File: config.mk
export PLATFORM = sky130hd
export DESIGN_NAME = bridge_adc_serial_reader_core
export DESIGN_NICKNAME = d
export VERILOG_FILES = /design/src/design/badc_pkg.sv /design/src/design/bridge_adc_serial_reader_core.sv /design/src/design/badc_div.sv
export SDC_FILE = /design/constraint.sdc
export NUM_CORES = 1
export LEC_CHECK = 0
export ABC_CLOCK_PERIOD_IN_PS = 6250
export BUFFER_PORTS_ARGS = -buffer_cell sky130_fd_sc_hd__clkbuf_2
export CAP_MARGIN = 15
export CORE_MARGIN = 3
export CORE_UTILIZATION = 50
export CTS_CLUSTER_SIZE = 25
export DETAILED_ROUTE_END_ITERATION = 6
export PLACE_DENSITY_LB_ADDON = 0.2
export SETUP_SLACK_MARGIN = 0.2
export SKIP_CTS_REPAIR_TIMING = 1
export SYNTH_ARGS = -nofsm -noshare
export SYNTH_HDL_FRONTEND = slang
export SYNTH_SLANG_ARGS = --single-unit
File: constraint.sdc
create_clock -name clk -period 6.25 [get_ports clk]
set_clock_uncertainty 0.05 [all_clocks]
set_input_delay 0.9375 -clock clk [delete_from_list [all_inputs] [get_ports clk]]
set_output_delay 0.9375 -clock clk [all_outputs]
set_load 0.1 [all_outputs]
File: src/design/badc_pkg.sv
// Shared constants for the bridge ADC serial reader.
`default_nettype none
package badc_pkg;

  localparam int DATA_W      = 24;
  localparam int DATA_PULSES = 24;
  localparam int GAIN_W      = 2;
  localparam int AVG_W       = 7;
  localparam int NET_W       = 25;

  localparam logic [1:0] KIND_TICK        = 2'd0;
  localparam logic [1:0] KIND_MEASURE     = 2'd1;
  localparam logic [1:0] KIND_TARE        = 2'd2;
  localparam logic [1:0] KIND_LOAD_OFFSET = 2'd3;

  localparam logic REG_GAIN_PULSES   = 1'b0;
  localparam logic REG_AVERAGE_COUNT = 1'b1;

endpackage
`default_nettype wire

File: src/design/bridge_adc_serial_reader_core.sv
// Bridge ADC serial reader: tick sequencer, averaging and offset handling.
// Usage:
//   Each input beat (in_valid/in_stall) is one half-period tick of the serial
//   clock, or a command: start measurement, start tare or load offset. Every
//   accepted beat yields exactly one output beat (out_valid/out_stall) that
//   carries the clock level for that tick, the busy flag and, on the tick
//   that completes a job, the averaged result.
//   An ordinary tick appears in the output register in the cycle after it
//   is accepted. The tick that completes a measurement or tare starts the
//   shared bit-serial divider, and that beat comes out only once the
//   divider is done and the output register is free; in_stall stays high
//   meanwhile. Other ticks are taken one per cycle while the output is free.
//   Configuration (cfg_write/cfg_index/cfg_data) is registered and
//   should only change while no job is in flight.
//   Reset clears the sequencer, the sum, the stored offset and sets
//   gain_pulses and average_count to 1.
//   When out_stall holds a filled output register, in_stall rises and no
//   new tick is taken until the beat drains.
`default_nettype none
module bridge_adc_serial_reader_core #(
  parameter int MAX_AVERAGE = 64
) (
  input  wire logic                                 clk,
  input  wire logic                                 rst,
  input  wire logic                                 cfg_write,
  input  wire logic                                 cfg_index,
  input  wire logic [badc_pkg::AVG_W-1:0]           cfg_data,
  input  wire logic                                 in_valid,
  output logic                                      in_stall,
  input  wire logic [1:0]                           kind,
  input  wire logic                                 dout_level,
  input  wire logic signed [badc_pkg::DATA_W-1:0]   offset_value,
  output logic                                      out_valid,
  input  wire logic                                 out_stall,
  output logic                                      sck_level,
  output logic                                      busy_res,
  output logic                                      result_valid,
  output logic                                      result_is_tare,
  output logic signed [badc_pkg::NET_W-1:0]         net_value
);
  import badc_pkg::*;

  localparam int CNT_W = $clog2(MAX_AVERAGE + 1);
  localparam int SUM_W = DATA_W + CNT_W;

  localparam logic [1:0] PH_IDLE  = 2'd0;
  localparam logic [1:0] PH_WAIT  = 2'd1;
  localparam logic [1:0] PH_SHIFT = 2'd2;

  localparam logic [1:0] CTL_RUN = 2'd0;
  localparam logic [1:0] CTL_DIV = 2'd1;
  localparam logic [1:0] CTL_OUT = 2'd2;

  // configuration
  logic [GAIN_W-1:0] gain_pulses;
  logic [AVG_W-1:0]  average_count;

  // sequencer state
  logic [1:0]               ctl;
  logic [1:0]               phase;
  logic                     sck_out;
  logic [4:0]               pulse_count;
  logic [DATA_W-1:0]        shift_word;
  logic signed [SUM_W-1:0]  running_sum;
  logic [CNT_W-1:0]         readings_done;
  logic signed [DATA_W-1:0] stored_offset;
  logic                     tare_request;
  logic                     pend_tare;

  logic [1:0]               phase_next;
  logic                     sck_next;
  logic [4:0]               pulse_count_next;
  logic [DATA_W-1:0]        shift_word_next;
  logic signed [SUM_W-1:0]  running_sum_next;
  logic [CNT_W-1:0]         readings_done_next;
  logic signed [DATA_W-1:0] stored_offset_next;
  logic                     tare_request_next;
  logic                     finish;

  logic                     accept;
  logic                     out_free;
  logic                     load_out;
  logic [4:0]               pulse_inc;
  logic [5:0]               pulse_total;
  logic [7:0]               eff_wide;
  logic [CNT_W-1:0]         eff;
  logic signed [SUM_W-1:0]  reading_ext;
  logic                     div_done;
  logic signed [DATA_W-1:0] avg;

  assign out_free = !(out_valid && out_stall);
  assign in_stall = (ctl != CTL_RUN) || !out_free;
  assign accept   = in_valid && !in_stall;
  assign load_out = (accept && !finish) || (ctl == CTL_OUT && out_free);

  assign pulse_inc   = pulse_count + 5'd1;
  assign pulse_total = 6'(DATA_PULSES) + 6'(gain_pulses);
  assign reading_ext = SUM_W'($signed(shift_word));

  // clamp the live average count to 1..MAX_AVERAGE
  always_comb begin
    if (average_count == '0) begin
      eff_wide = 8'd1;
    end else if ({1'b0, average_count} > 8'(MAX_AVERAGE)) begin
      eff_wide = 8'(MAX_AVERAGE);
    end else begin
      eff_wide = {1'b0, average_count};
    end
    eff = eff_wide[CNT_W-1:0];
  end

  always_comb begin
    phase_next         = phase;
    sck_next           = sck_out;
    pulse_count_next   = pulse_count;
    shift_word_next    = shift_word;
    running_sum_next   = running_sum;
    readings_done_next = readings_done;
    tare_request_next  = tare_request;
    finish             = 1'b0;
    stored_offset_next = (kind == KIND_LOAD_OFFSET) ? offset_value : stored_offset;
    case (phase)
      PH_IDLE: begin
        sck_next = 1'b0;
        if (kind == KIND_MEASURE || kind == KIND_TARE) begin
          phase_next         = PH_WAIT;
          tare_request_next  = (kind == KIND_TARE);
          running_sum_next   = '0;
          readings_done_next = '0;
          pulse_count_next   = '0;
          shift_word_next    = '0;
        end
      end
      PH_WAIT: begin
        sck_next = 1'b0;
        if (!dout_level) begin
          phase_next       = PH_SHIFT;
          pulse_count_next = '0;
          shift_word_next  = '0;
        end
      end
      PH_SHIFT: begin
        if (!sck_out) begin
          sck_next         = 1'b1;
          pulse_count_next = pulse_inc;
          if (pulse_inc <= 5'(DATA_PULSES)) begin
            shift_word_next = {shift_word[DATA_W-2:0], dout_level};
          end
        end else begin
          sck_next = 1'b0;
          if ({1'b0, pulse_count} >= pulse_total) begin
            running_sum_next   = running_sum + reading_ext;
            readings_done_next = readings_done + 1'b1;
            pulse_count_next   = '0;
            if (readings_done_next >= eff) begin
              finish            = 1'b1;
              phase_next        = PH_IDLE;
              tare_request_next = 1'b0;
            end else begin
              phase_next = PH_WAIT;
            end
          end
        end
      end
      default: begin
        phase_next = PH_IDLE;
      end
    endcase
  end

  badc_div #(
    .DIVIDEND_W (SUM_W),
    .DIVISOR_W  (CNT_W)
  ) u_div (
    .clk      (clk),
    .rst      (rst),
    .start    (accept && finish),
    .dividend (running_sum_next),
    .divisor  (readings_done_next),
    .done     (div_done),
    .quotient (avg)
  );

  always_ff @(posedge clk) begin
    if (rst) begin
      gain_pulses   <= GAIN_W'(1);
      average_count <= AVG_W'(1);
    end else if (cfg_write) begin
      case (cfg_index)
        REG_GAIN_PULSES:   gain_pulses   <= cfg_data[GAIN_W-1:0];
        REG_AVERAGE_COUNT: average_count <= cfg_data;
        default: ;
      endcase
    end
  end

  always_ff @(posedge clk) begin
    if (rst) begin
      ctl           <= CTL_RUN;
      phase         <= PH_IDLE;
      sck_out       <= 1'b0;
      pulse_count   <= '0;
      shift_word    <= '0;
      running_sum   <= '0;
      readings_done <= '0;
      stored_offset <= '0;
      tare_request  <= 1'b0;
      pend_tare     <= 1'b0;
      out_valid     <= 1'b0;
    end else begin
      if (load_out) begin
        out_valid <= 1'b1;
      end else if (!out_stall) begin
        out_valid <= 1'b0;
      end
      case (ctl)
        CTL_RUN: begin
          if (accept) begin
            phase         <= phase_next;
            sck_out       <= sck_next;
            pulse_count   <= pulse_count_next;
            shift_word    <= shift_word_next;
            running_sum   <= running_sum_next;
            readings_done <= readings_done_next;
            stored_offset <= stored_offset_next;
            tare_request  <= tare_request_next;
            if (finish) begin
              pend_tare <= tare_request;
              ctl       <= CTL_DIV;
            end
          end
        end
        CTL_DIV: begin
          if (div_done) begin
            ctl <= CTL_OUT;
          end
        end
        CTL_OUT: begin
          // hold the finished average until the output register frees up
          if (out_free) begin
            if (pend_tare) begin
              stored_offset <= avg;
            end
            ctl <= CTL_RUN;
          end
        end
        default: begin
          ctl <= CTL_RUN;
        end
      endcase
    end
  end

  // output payload
  always_ff @(posedge clk) begin
    if (ctl == CTL_RUN && accept && !finish) begin
      sck_level      <= sck_next;
      busy_res       <= (phase_next != PH_IDLE);
      result_valid   <= 1'b0;
      result_is_tare <= 1'b0;
      net_value      <= '0;
    end else if (ctl == CTL_OUT && out_free) begin
      sck_level      <= 1'b0;
      busy_res       <= 1'b0;
      result_valid   <= 1'b1;
      result_is_tare <= pend_tare;
      if (pend_tare) begin
        net_value <= NET_W'(avg);
      end else begin
        net_value <= NET_W'(avg) - NET_W'(stored_offset);
      end
    end
  end

endmodule
`default_nettype wire

File: src/design/badc_div.sv
// Iterative signed-by-unsigned divider, one quotient bit per cycle, truncating toward zero.
`default_nettype none
module badc_div #(
  parameter int DIVIDEND_W = 31,
  parameter int DIVISOR_W  = 7
) (
  input  wire logic                          clk,
  input  wire logic                          rst,
  input  wire logic                          start,
  input  wire logic signed [DIVIDEND_W-1:0]  dividend,
  input  wire logic [DIVISOR_W-1:0]          divisor,
  output logic                               done,
  output logic signed [badc_pkg::DATA_W-1:0] quotient
);
  import badc_pkg::*;

  localparam int CNT_W = $clog2(DIVIDEND_W + 1);

  logic                   running;
  logic [CNT_W-1:0]       count;
  logic [DIVISOR_W-1:0]   rem;
  logic [DIVISOR_W-1:0]   dvs;
  logic [DIVIDEND_W-1:0]  quo;
  logic                   neg;

  logic [DIVIDEND_W-1:0]  dvd_bits;
  logic [DIVIDEND_W-1:0]  dvd_mag;
  logic [DIVISOR_W:0]     partial;
  logic [DIVISOR_W:0]     diff;
  logic                   fits;
  logic [DATA_W-1:0]      mag;

  assign dvd_bits = dividend;
  assign dvd_mag  = dvd_bits[DIVIDEND_W-1] ? (~dvd_bits + 1'b1) : dvd_bits;
  assign partial  = {rem, quo[DIVIDEND_W-1]};
  assign diff     = partial - {1'b0, dvs};
  assign fits     = partial >= {1'b0, dvs};
  assign mag      = quo[DATA_W-1:0];
  assign quotient = neg ? -$signed(mag) : $signed(mag);

  always_ff @(posedge clk) begin
    if (rst) begin
      running <= 1'b0;
      done    <= 1'b0;
      count   <= '0;
    end else begin
      done <= !start && running && (count == CNT_W'(1));
      if (start) begin
        running <= 1'b1;
        count   <= CNT_W'(DIVIDEND_W);
      end else if (running) begin
        count <= count - 1'b1;
        if (count == CNT_W'(1)) begin
          running <= 1'b0;
        end
      end
    end
  end

  always_ff @(posedge clk) begin
    if (start) begin
      quo <= dvd_mag;
      rem <= '0;
      dvs <= divisor;
      neg <= dvd_bits[DIVIDEND_W-1];
    end else if (running) begin
      // shift in one quotient bit, keep the partial remainder
      quo <= {quo[DIVIDEND_W-2:0], fits};
      rem <= fits ? diff[DIVISOR_W-1:0] : partial[DIVISOR_W-1:0];
    end
  end

endmodule
`default_nettype wire
==> impl_summary.log <==
INFO  metric layout-drive-gt1-share = 9.52%
INFO  metric wl = 33100 um
INFO  metric synth_warnings = 0
INFO  metric crit_arrival = 5.17 ns
INFO  metric grt_pass1_vias = 10791
INFO  metric multi_input_comb_area = 8030 um^2
INFO  metric cts_inserted_buffers = 17
INFO  metric rows = 58
INFO  metric total_leakage_power = 0.00568 uW
INFO  metric drt_first_iter_violations = 1004
INFO  metric cell_chain_of_the_critical_path = or4_1 > or3_1 > o41ai_1 > xor2_1 > inv_1 > ha_1 > a21o_1 > a21o_1 > a21o_1 > a21o_1 > a21o_1 > a221o_1 > a2111oi_0 > nor2_1 > a31oi_1 > xor2_1 > o211ai_1
INFO  metric vias = 11788
INFO  metric required = 6.53 ns
INFO  metric worstPathMaxFanout = 5
INFO  metric fin_setup_tns = 0 ns
INFO  metric worst-path-buf-inv = 1
INFO  metric antenna_fix_cells = 0
INFO  metric cpPeakStageDelay = 0.56 ns
INFO  metric finalNetCount = 1779
INFO  metric seq_area_frac_synth = 32.7%
INFO  metric grt_start_max_net_pins = 81
INFO  metric pwrdens = 199 nW/um^2
INFO  metric critical_path_class = reg -> reg
INFO  metric globalRoute.totalOverflow = 0
INFO  metric finish.utilization = 55.6%
INFO  metric clock_tree.htree_level_count = 4
INFO  metric clk_transition_reported_paths = 0.08 ns
INFO  metric clock_tree.root_cell = clkbuf_16
INFO  metric max_slew_margin = 28.0%
INFO  metric critPathLaunchType = flip-flop
INFO  metric fill_cells = 2373
INFO  metric timing.critical_path.slowest_stage_cell = or4_1
INFO  metric fp.dieW = 167 um
INFO  metric netlist_area = 12900 um^2
INFO  metric netlist_instances = 1641
INFO  metric die_height = 167 um
INFO  metric vdd_drop_max = 0.184 mV
INFO  metric postSynth.asyncResetShare = 0%
INFO  metric worst_setup_path_startpoint = u_div.quo[5]$_DFFE_PP_
INFO  metric setup_repair_after_global_routing_missed_its_margin = no
INFO  metric grt_first_pass_wirelength = 55000 um
INFO  metric netlist-cell-type-count = 88
INFO  metric grt.total_usage = 23.5%
INFO  metric hold_class = reg -> reg
INFO  metric r2r-start = u_div.quo[5]$_DFFE_PP_
INFO  metric final_max_slew_viol_count = 0
INFO  metric io_buffers = 70
INFO  metric areaGrowthSynthToFinish = 8.96%
INFO  metric post_drt_wl_per_cell = 16.6 um
INFO  metric timing.final.crit_share = 78.1%
INFO  metric clock_sink_count = 190
INFO  metric critPathMostFrequentCell = a21o_1
INFO  metric count_of_flip_flops_with_a_built_in_enable_after_synthesis = 41
INFO  metric hold_viol_final = 0
INFO  metric final_worst_path_period_need = 4.88 ns
INFO  metric place.detailed.hpwl = 24100 um
INFO  metric worst_setup_path_end_kind = flip-flop
INFO  metric drt_pre_antenna_iters = 7
INFO  metric cts_buffer_depth = 2
INFO  metric postSynthNetCount = 1762
INFO  metric critical_path.top_delay_family = compound AO/OA/AOI/OAI gates
INFO  metric maxCapViolations = 0
INFO  metric clk_latency = 0.45 ns
INFO  metric transition_time_of_the_tightest_slew_check_pin = 1.07 ns
INFO  metric sequential_cell_area = 4210 um^2
INFO  metric postSynth.topFlopCell = dfxtp_1
INFO  metric core-area = 25300 um^2
INFO  metric postSynthRegisterBits = 190
INFO  metric antenna_found_initial = 0
INFO  metric place_congestion = 0.914
INFO  metric drc = 0
INFO  metric clock.fmax = 0.205 GHz
INFO  metric synth.avg_cell_area = 7.85 um^2
INFO  metric setup-violations-final = 0
INFO  metric outcome = finished clean
INFO  metric post_drt_via_cell_ratio = 5.89
INFO  metric pin_count = 71
INFO  metric min-delay-start = result_is_tare$_SDFFE_PP0P_
INFO  metric postRouteAntennaNets = 0
INFO  metric floorplan.initialDensity = 51.0%
INFO  metric tritoncts = yes
INFO  metric die_area = 27700 um^2
-- state kept, by name, indices dropped and copies added, names as in the netlist, 2 cells and up --
register,cells
shift_word,24
u_div.rem,7
ctl,2
u_div.quo,31
running_sum,31
gain_pulses,2
phase,2
pulse_count,5
u_div.dvs,7
net_value,25
stored_offset,24
readings_done,7
u_div.count,5
average_count,7
-- report_power, final --
part	switching, uW	internal [uW]
sequential	25.0	1270
clock	555	559
combinational	249	128
total	829	1960
-- cell usage after synthesis, drive strengths merged (22+ instances only) --
cell    count  area (um^2)
o31ai      22          165
nor3       49          255
clkbuf     71          268
and3       22          138
nand2     155          587
nor2      218          818
a211oi     41          313
nand3      67          340
nand2b     22          138
inv        75          282
a21o       34          255
o21ai      88          444
dfxtp     149         2980
xnor2      41          359
edfxtp     41         1230
o211ai     23          186
ha         78          976
a21oi     133          669
xor2       30          263
a22oi      32          240
-- cells by family after synthesis --
kind of cell,share of synthesized area (%)
DFF,32.7
adders and majority gates,8.04
and+or+nand+nor,23.1
AOI/OAI and AO/OA,25.5
buffers and inverters,5.15
muxes,0.699
xor gates and xnor gates,4.83
-- per-layer routing --
layer  global-route usage [%]  up-vias  share of wire (%)
li1                         -     5988                  -
met1                     33.7     5482                 49
met2                     37.2      277                 44
met3                     3.63       41                4.9
met4                     5.88        0                1.9
met5                        0        -                  0
-- final cells by class --
type	instances	area share, %
Clock inverter	14	1.04
Multi-Input combinational cell	1283	57.2
Inverter	76	2.03
Clock buffer	18	3.21
Sequential cell	190	30.0
Timing Repair Buffer	90	3.58
Tap cell	330	2.94
-- path summary, 6_finish.rpt --
kind,endpoint,slack (ns),depth (start not counted)
worst max-delay path,net_value[22]$_SDFFE_PP0P_,1.37,17
worst min-delay path,result_is_tare$_SDFFE_PP0P_,0.41,2
worst max register to register,net_value[22]$_SDFFE_PP0P_,1.37,17
worst min register to register,result_is_tare$_SDFFE_PP0P_,0.41,2
-- worst reg2reg max path, cell delays in order, from the launching register on --
cell and delay, ns:
edfxtp_1 0.45, or4_1 0.56, or3_1 0.42, o41ai_1 0.35
xor2_1 0.30, inv_1 0.08, ha_1 0.35, a21o_1 0.21
a21o_1 0.18, a21o_1 0.19, a21o_1 0.17, a21o_1 0.17
a221o_1 0.31, a2111oi_0 0.40, nor2_1 0.15, a31oi_1 0.21
xor2_1 0.16, o211ai_1 0.09
-- layout by cell type (no fill, tap or decap), types with 9 or more instances in the layout --
cell       netlist  layout
and3_1          22      21
a211o_1         10      10
clkbuf_16        0      18
o211ai_1        22      22
dfxtp_1        149     149
or3_1           14      14
xnor2_1         41      41
a31oi_1         17      17
nand2b_1        22      21
a211oi_1        40      40
nand4_1         15      15
mux2i_1          9       9
ha_1            78      78
nand2_1        153     153
nor2_1         218     217
clkbuf_2         1      69
o21a_1          16      16
a22oi_1         32      31
nor2b_1         18      17
o21ai_0         82      82
inv_1           75      75
edfxtp_1        41      41
nor3_1          47      47
a21oi_1        132     132
xor2_1          30      30
or4_1           16      16
o21bai_1         9       9
o31ai_1         22      22
nand3_1         66      66
buf_4            1      21
a21o_1          34      34
-- per-stage QoR --
step / setup slack [ns] / instance area (um^2) / cells / hold slack (ns) / power [uW]
after floorplan: 1.69 / 12900 / 1641 / 0.377 / 1600
after global placement: 1.49 / 13400 / 1969 / 0.386 / 1690
after detailed placement: 1.43 / 13400 / 1969 / 0.392 / 1700
after CTS: 1.38 / 14000 / 2001 / 0.405 / 2800
after global routing: 1.18 / 14000 / 2001 / 0.435 / 2900
final: 1.37 / 14000 / 2001 / 0.406 / 2790
No activity file was read; power rests on OpenSTA's default activity.
